`config.mk`:
```
export PLATFORM = sky130hd
export DESIGN_NAME = insertion_sorter_top
export DESIGN_NICKNAME = d
export VERILOG_FILES = /design/src/sv/isrt_pkg.sv /design/src/sv/insertion_sorter_top.sv /design/src/sv/isrt_cell.sv
export VERILOG_INCLUDE_DIRS = /design/src /design/src/sv
export SDC_FILE = /design/constraint.sdc
export NUM_CORES = 2
export LEC_CHECK = 0
export CELL_PAD_IN_SITES_DETAIL_PLACEMENT = 0
export CELL_PAD_IN_SITES_GLOBAL_PLACEMENT = 1
export CORE_MARGIN = 2
export CORE_UTILIZATION = 52
export DETAILED_ROUTE_END_ITERATION = 6
export DONT_BUFFER_PORTS = 1
export PLACE_DENSITY_LB_ADDON = 0.1
export SYNTH_ARGS = -nofsm -noshare
export SYNTH_HDL_FRONTEND = slang
export SYNTH_SLANG_ARGS = --single-unit
```
`constraint.sdc`:
```
create_clock -name clk -period 11.4 [get_ports clk]
set_input_delay 1.14 -clock clk [delete_from_list [all_inputs] [get_ports clk]]
set_output_delay 1.14 -clock clk [all_outputs]
set_load 0.005 [all_outputs]
```
`src/sv/assert_macros.svh`:
```
// Assertion macros used by the sorter top level; they assume signals named clk and rst.
`ifndef ASSERT_MACROS_SVH
`define ASSERT_MACROS_SVH

// Same-cycle implication, disabled during reset.
`define ASSERT_IMPL(label, ante, cons) \
  label: assert property (@(posedge clk) disable iff (rst) (ante) |-> (cons)) \
    else $error("assertion failed");

// Next-cycle implication, disabled during reset.
`define ASSERT_NEXT(label, ante, cons) \
  label: assert property (@(posedge clk) disable iff (rst) (ante) |=> (cons)) \
    else $error("assertion failed");

`endif

```
`src/sv/isrt_pkg.sv`:
```
// Package with the types and constants of the insertion sorter.
package isrt_pkg;

  localparam int KEY_W     = 32;
  localparam int TAG_W     = 16;
  localparam int DEPTH_DEF = 16;

  typedef struct packed {
    logic [KEY_W-1:0] key;
    logic [TAG_W-1:0] tag;
    logic             last;
  } item_t;

  typedef struct packed {
    logic [KEY_W-1:0] key_res;
    logic [TAG_W-1:0] tag_res;
    logic             last_res;
    logic             overflow;
  } res_t;

  typedef struct packed {
    logic [KEY_W-1:0] key;
    logic [TAG_W-1:0] tag;
  } rec_t;

  // Control broadcast from the sequencer to every cell.
  typedef struct packed {
    logic insert;
    logic shift;
    logic descending;
  } cell_ctl_t;

endpackage

```
`src/sv/insertion_sorter_top.sv`:
```
// Top level of the insertion sorter: a chain of record cells and its sequencer.
//
// The sorter keeps up to DEPTH records (a key and a tag) in a chain of cells,
// always in sorted order: ascending by unsigned key, or descending when the
// descending register is set. Each record transaction is broadcast to
// every cell; each cell compares the new key with its own, and in the same
// cycle the cells at and behind the insertion point move one place right
// while the new record drops into the gap. Equal keys keep arrival order.
// A record that is not marked last is therefore stored at its transaction,
// and the block takes a new one every cycle unless it is draining. When the
// store is full the record is dropped and the overflow flag of the set is
// raised. A record marked last is inserted the same way, and then the chain
// drains: cell 0 drives the result port, and each result transaction shifts
// the whole chain one place left, so held records leave one per result,
// with last_res on the final one. Input is stalled while the chain drains.
// The per-cycle critical path is the key compare in each cell followed by
// the insertion-point signal that ripples through the chain from the right.
// The single configuration register is written through a valid/ready port
// that is always ready; it is meant to be changed only while the block is
// idle.
module insertion_sorter_top
  import isrt_pkg::*;
#(
  parameter int DEPTH = DEPTH_DEF
) (
  input  logic  clk,
  input  logic  rst,
  input  logic  item_valid,
  output logic  item_stall,
  input  item_t item,
  output logic  res_valid,
  input  logic  res_stall,
  output res_t  res,
  input  logic  cfg_valid,
  output logic  cfg_ready,
  input  logic  cfg_data
);

  `include "assert_macros.svh"

  logic             draining;
  logic             dropped;
  logic             descending;
  logic             item_acc;
  logic             res_acc;
  logic             full;
  cell_ctl_t        ctl;
  rec_t             new_rec;
  rec_t             cell_rec   [DEPTH];
  logic [DEPTH-1:0] cell_valid;
  logic [DEPTH-1:0] cell_ins;

  assign cfg_ready  = 1'b1;
  assign item_stall = draining;
  assign item_acc   = item_valid & ~item_stall;
  assign res_valid  = draining;
  assign res_acc    = res_valid & ~res_stall;

  // The chain is full once its rightmost cell holds a record.
  assign full = cell_valid[DEPTH-1];

  assign new_rec.key = item.key;
  assign new_rec.tag = item.tag;

  assign ctl.insert     = item_acc & ~full;
  assign ctl.shift      = res_acc;
  assign ctl.descending = descending;

  always_ff @(posedge clk) begin
    if (rst) begin
      descending <= 1'b0;
    end else if (cfg_valid && cfg_ready) begin
      descending <= cfg_data;
    end
  end

  // Draining starts after the last record is taken in and ends when the
  // final held record leaves; the overflow flag covers the whole set.
  always_ff @(posedge clk) begin
    if (rst) begin
      draining <= 1'b0;
      dropped  <= 1'b0;
    end else begin
      if (item_acc && item.last) begin
        draining <= 1'b1;
      end else if (res_acc && !cell_valid[1]) begin
        draining <= 1'b0;
      end
      if (item_acc && full) begin
        dropped <= 1'b1;
      end else if (res_acc && !cell_valid[1]) begin
        dropped <= 1'b0;
      end
    end
  end

  for (genvar i = 0; i < DEPTH; i++) begin : g_cell
    rec_t left_rec;
    logic left_valid;
    logic left_ins;
    rec_t right_rec;
    logic right_valid;
    logic right_ins;

    if (i == 0) begin : g_head
      // The head sees a virtual occupied neighbor that is ahead of any key.
      assign left_rec   = new_rec;
      assign left_valid = 1'b1;
      assign left_ins   = 1'b0;
    end else begin : g_mid_l
      assign left_rec   = cell_rec[i-1];
      assign left_valid = cell_valid[i-1];
      assign left_ins   = cell_ins[i-1];
    end

    if (i == DEPTH - 1) begin : g_tail
      assign right_rec   = new_rec;
      assign right_valid = 1'b0;
      assign right_ins   = 1'b1;
    end else begin : g_mid_r
      assign right_rec   = cell_rec[i+1];
      assign right_valid = cell_valid[i+1];
      assign right_ins   = cell_ins[i+1];
    end

    isrt_cell u_cell (
      .clk         (clk),
      .rst         (rst),
      .ctl         (ctl),
      .new_rec     (new_rec),
      .left_rec    (left_rec),
      .left_valid  (left_valid),
      .left_ins    (left_ins),
      .right_rec   (right_rec),
      .right_valid (right_valid),
      .right_ins   (right_ins),
      .rec         (cell_rec[i]),
      .valid       (cell_valid[i]),
      .ins         (cell_ins[i])
    );
  end

  assign res.key_res  = cell_rec[0].key;
  assign res.tag_res  = cell_rec[0].tag;
  assign res.last_res = ~cell_valid[1];
  assign res.overflow = dropped;

  // Occupied cells always form an unbroken run starting at cell 0.
  `ASSERT_IMPL(a_valid_prefix, 1'b1, ((cell_valid + DEPTH'(1)) & cell_valid) == '0)
  // While draining, the head cell holds the record being offered.
  `ASSERT_IMPL(a_drain_head, draining, cell_valid[0])
  // A stored record grows the chain by exactly one cell.
  `ASSERT_NEXT(a_insert_grows, ctl.insert,
               $countones(cell_valid) == $countones($past(cell_valid)) + 1)
  // A last record always starts the drain in the next cycle.
  `ASSERT_NEXT(a_last_drains, item_acc && item.last, res_valid)

endmodule

```
`src/sv/isrt_cell.sv`:
```
// One cell of the insertion chain: holds one record and its valid bit.
module isrt_cell
  import isrt_pkg::*;
(
  input  logic      clk,
  input  logic      rst,
  input  cell_ctl_t ctl,
  input  rec_t      new_rec,
  input  rec_t      left_rec,
  input  logic      left_valid,
  input  logic      left_ins,
  input  rec_t      right_rec,
  input  logic      right_valid,
  input  logic      right_ins,
  output rec_t      rec,
  output logic      valid,
  output logic      ins
);

  logic ahead;

  // The new key goes ahead of this cell's key (strict, so equal keys stay in order).
  always_comb begin
    if (ctl.descending) begin
      ahead = new_rec.key > rec.key;
    end else begin
      ahead = new_rec.key < rec.key;
    end
  end

  // This cell is at or behind the insertion point when it and every cell to
  // its right either is empty or holds a key the new one goes ahead of.
  assign ins = right_ins & (~valid | ahead);

  always_ff @(posedge clk) begin
    if (rst) begin
      valid <= 1'b0;
    end else if (ctl.shift) begin
      valid <= right_valid;
    end else if (ctl.insert) begin
      valid <= valid | left_valid;
    end
  end

  always_ff @(posedge clk) begin
    if (ctl.shift) begin
      rec <= right_rec;
    end else if (ctl.insert && ins) begin
      rec <= left_ins ? left_rec : new_rec;
    end
  end

endmodule

```
==> results.cfg <==
[finish]
num-nets-final = 5638
multi_input_area_sq_mm = 0.0247
drive_gt1_frac = 0.0538
seqCellArea_sq_mm = 0.0234
fill_cells = 8941
area_growth_pct = 7.04

[sta]
period_minus_slack_ns = 6.88
fmax_ghz = 0.145
period_share = 0.603
tightestPinTransition_ns = 1.21
relSlewSlack = 0.189
setup_violations = 0
finalSetupTns_ns = 0
finalHoldViolations = 0
rsz0062_at_grt = no
fin_skew_ns = 0.0437
slew_violations = 0

[yosys]
syn_area_per_cell_sq_um = 9.71
ys_top_cells_by_count = edfxtp_1, nand2_1, inv_1, ha_1, o21ai_0
yosysSeqAreaShare = 0.455
synthDominantCellAreaShare = 0.447
ys_seq_elements = 787
ys_warn_count = 0
synth_ff_type = edfxtp_1
netlist_area_sq_mm = 0.0516
async_flop_share = 0
synth.most_common_cell = edfxtp_1
synth_top_area_cell = edfxtp_1
synth.area.top_cells = edfxtp_1, ha_1, o21ai_0, nand2_1, inv_1
synth_edf_count = 768
syn_inst = 5314
syn_nets = 5881
synth_cell_type_count = 72

[placement]
io_buffers = 0
gp_congestion = 0.918
dpl.hpwl_microns = 112000

[floorplan]
dieArea_sq_mm = 0.102
io-pin-count = 108
die_x_microns = 319
start_util = 0.524
die_h_microns = 319
core_sq_mm = 0.0984
num_rows = 115

[setup_path]
cp.depth = 12
path_buf_inv = 2
endpoint_kind = flop
r2r_slack_ns = 4.57
slowest_delay_ns = 0.85
rr_worst_depth = 13
cp_max_fo = 193
worstPathRequired_ns = 11.71
crit_arrival_ns = 7.19
startpoint_type = input port
cp_cell_sequence = ha_1 -> nand4_1 -> nor4_1 -> o31ai_1 -> mux2i_1 -> or3b_1 -> or3b_4 -> nor3_2 -> buf_12 -> nand2_1 -> o31ai_4 -> buf_4
crit_family = simple AND/OR/NAND/NOR gates
critPathSlowestCell = o31ai_4
worstSetupPathType = input port to flop

[global_route]
grt_max_degree = 194
grt_pass1_vias = 40900
antenna_found_initial = 3
gr-total-overflow = 0
grt_pass1_wl_microns = 254000
grt_use_total = 0.325

[hold_path]
hold_path_class = flop to flop
hold_depth = 2

[cts]
post_cts_resized = 0
insertion_delay_ns = 0.71
htreeDepth = 3
cts_buffer_depth = 3
cts.sinks = 787
cts_hold_buf = 0
path_clk_slew_ns = 0.06
cts_root_buffer = clkbuf_16
postCtsSetupBuffers = 0
cts_made_buffers = 92
cts_tree = built

[power]
p_per_area_mw_per_mm2 = 225
p_leak_nw = 21.7
vdd_drop_max_v = 0.000260
p_total_mw = 12.4

[detailed_routing]
met3RoutedLength_microns = 12000
drt-pass1-iter-count = 7
drtAntennaViolNets = 0
wl_per_cell_microns = 26.1
via_count = 42000
top_layer_used = met4
drtIter0Drc = 4695
wl_met1_microns = 68300
avgViaCountPerCell = 6.53
dr_wl_met2_microns = 79500
drcViolationCount = 0
routed_wl_microns = 168000

[outcome]
status = completed

[flow_run]
maxCapViolations = 0
path summary, 6_finish.rpt:
| path | end | from |
|---|---|---|
| worst max-delay path | g_cell[5].u_cell.rec[8] | item[44] |
| worst min-delay path | g_cell[6].u_cell.valid | g_cell[7].u_cell.valid |
| worst max register to register | g_cell[5].u_cell.rec[8] | g_cell[13].u_cell.rec[43] |
| worst min register to register | g_cell[6].u_cell.valid | g_cell[7].u_cell.valid |
worst min-delay path: stages, from the launching register on:
cell and delay, ns:
dfxtp_1 0.35, nor2_1 0.12, nor3_1 0.05
stage by stage:
stage	hold WS (ns)	utilization	area (sq um)	setup WS, ns	cells
after floorplan	0.454	-	51600	1.80	5314
after global placement	0.499	0.531	52300	3.89	6264
after detailed placement	0.514	0.531	52300	3.82	6264
after CTS	0.493	0.561	55200	4.51	6434
after global routing	0.510	0.561	55200	4.25	6434
final	0.517	0.561	55200	4.52	6435
cell type report:
| type | count | share of cell area |
|---|---|---|
| diodes | 1 | 0.0000453 |
| clock buffers | 123 | 0.0462 |
| clock inverters | 47 | 0.00673 |
| inverters | 517 | 0.0352 |
| multi-input cells | 3604 | 0.448 |
| flip-flops and latches | 787 | 0.425 |
| well taps | 1287 | 0.0292 |
| repair buffers | 69 | 0.00984 |
routing by layer:
layer | track usage | vias up
met3 | 0.0489 | 335
li1 | - | 19500
met5 | 0 | -
met4 | 0.145 | 0
met2 | 0.541 | 1751
met1 | 0.422 | 20500
flip-flops by register name (all words and copies together) (netlist names):
register	cells
dropped	1
item_stall	1
g_cell.u_cell.valid	16
g_cell.u_cell.rec	768
descending	1
cell families (layout without fill, tap and decap cells):
logic type	count (synthesis)	count (layout)	synth area share
AO/OA/AOI/OAI	1549	1549	0.193
AND/OR/NAND/NOR	1353	1353	0.121
buffers and inverters	923	756	0.0705
flip-flops	787	787	0.455
adder cells (fa/ha/maj)	512	512	0.124
multiplexers	188	188	0.0370
other	1	2	0.0000727
XOR/XNOR	1	1	0.000170
cell usage in the layout, fill, tap and decap left out, types with 105 or more instances in the layout:
cell	netlist	final
nor2_1	198	196
a21oi_1	248	248
o221ai_1	150	150
o211ai_1	105	105
nand4_1	145	145
inv_1	517	517
a31oi_1	243	243
nand2_1	606	603
mux2i_1	168	168
edfxtp_1	768	768
nand3_1	250	250
o21ai_0	487	479
ha_1	512	512
power by group:
part	switching (mW)	internal (mW)	total (mW)
sequential	0.505	4.46	4.97
clock	1.28	1.68	2.97
combinational	2.94	1.58	4.52
total	4.73	7.72	12.4
Power figures use the tool's default switching activity.
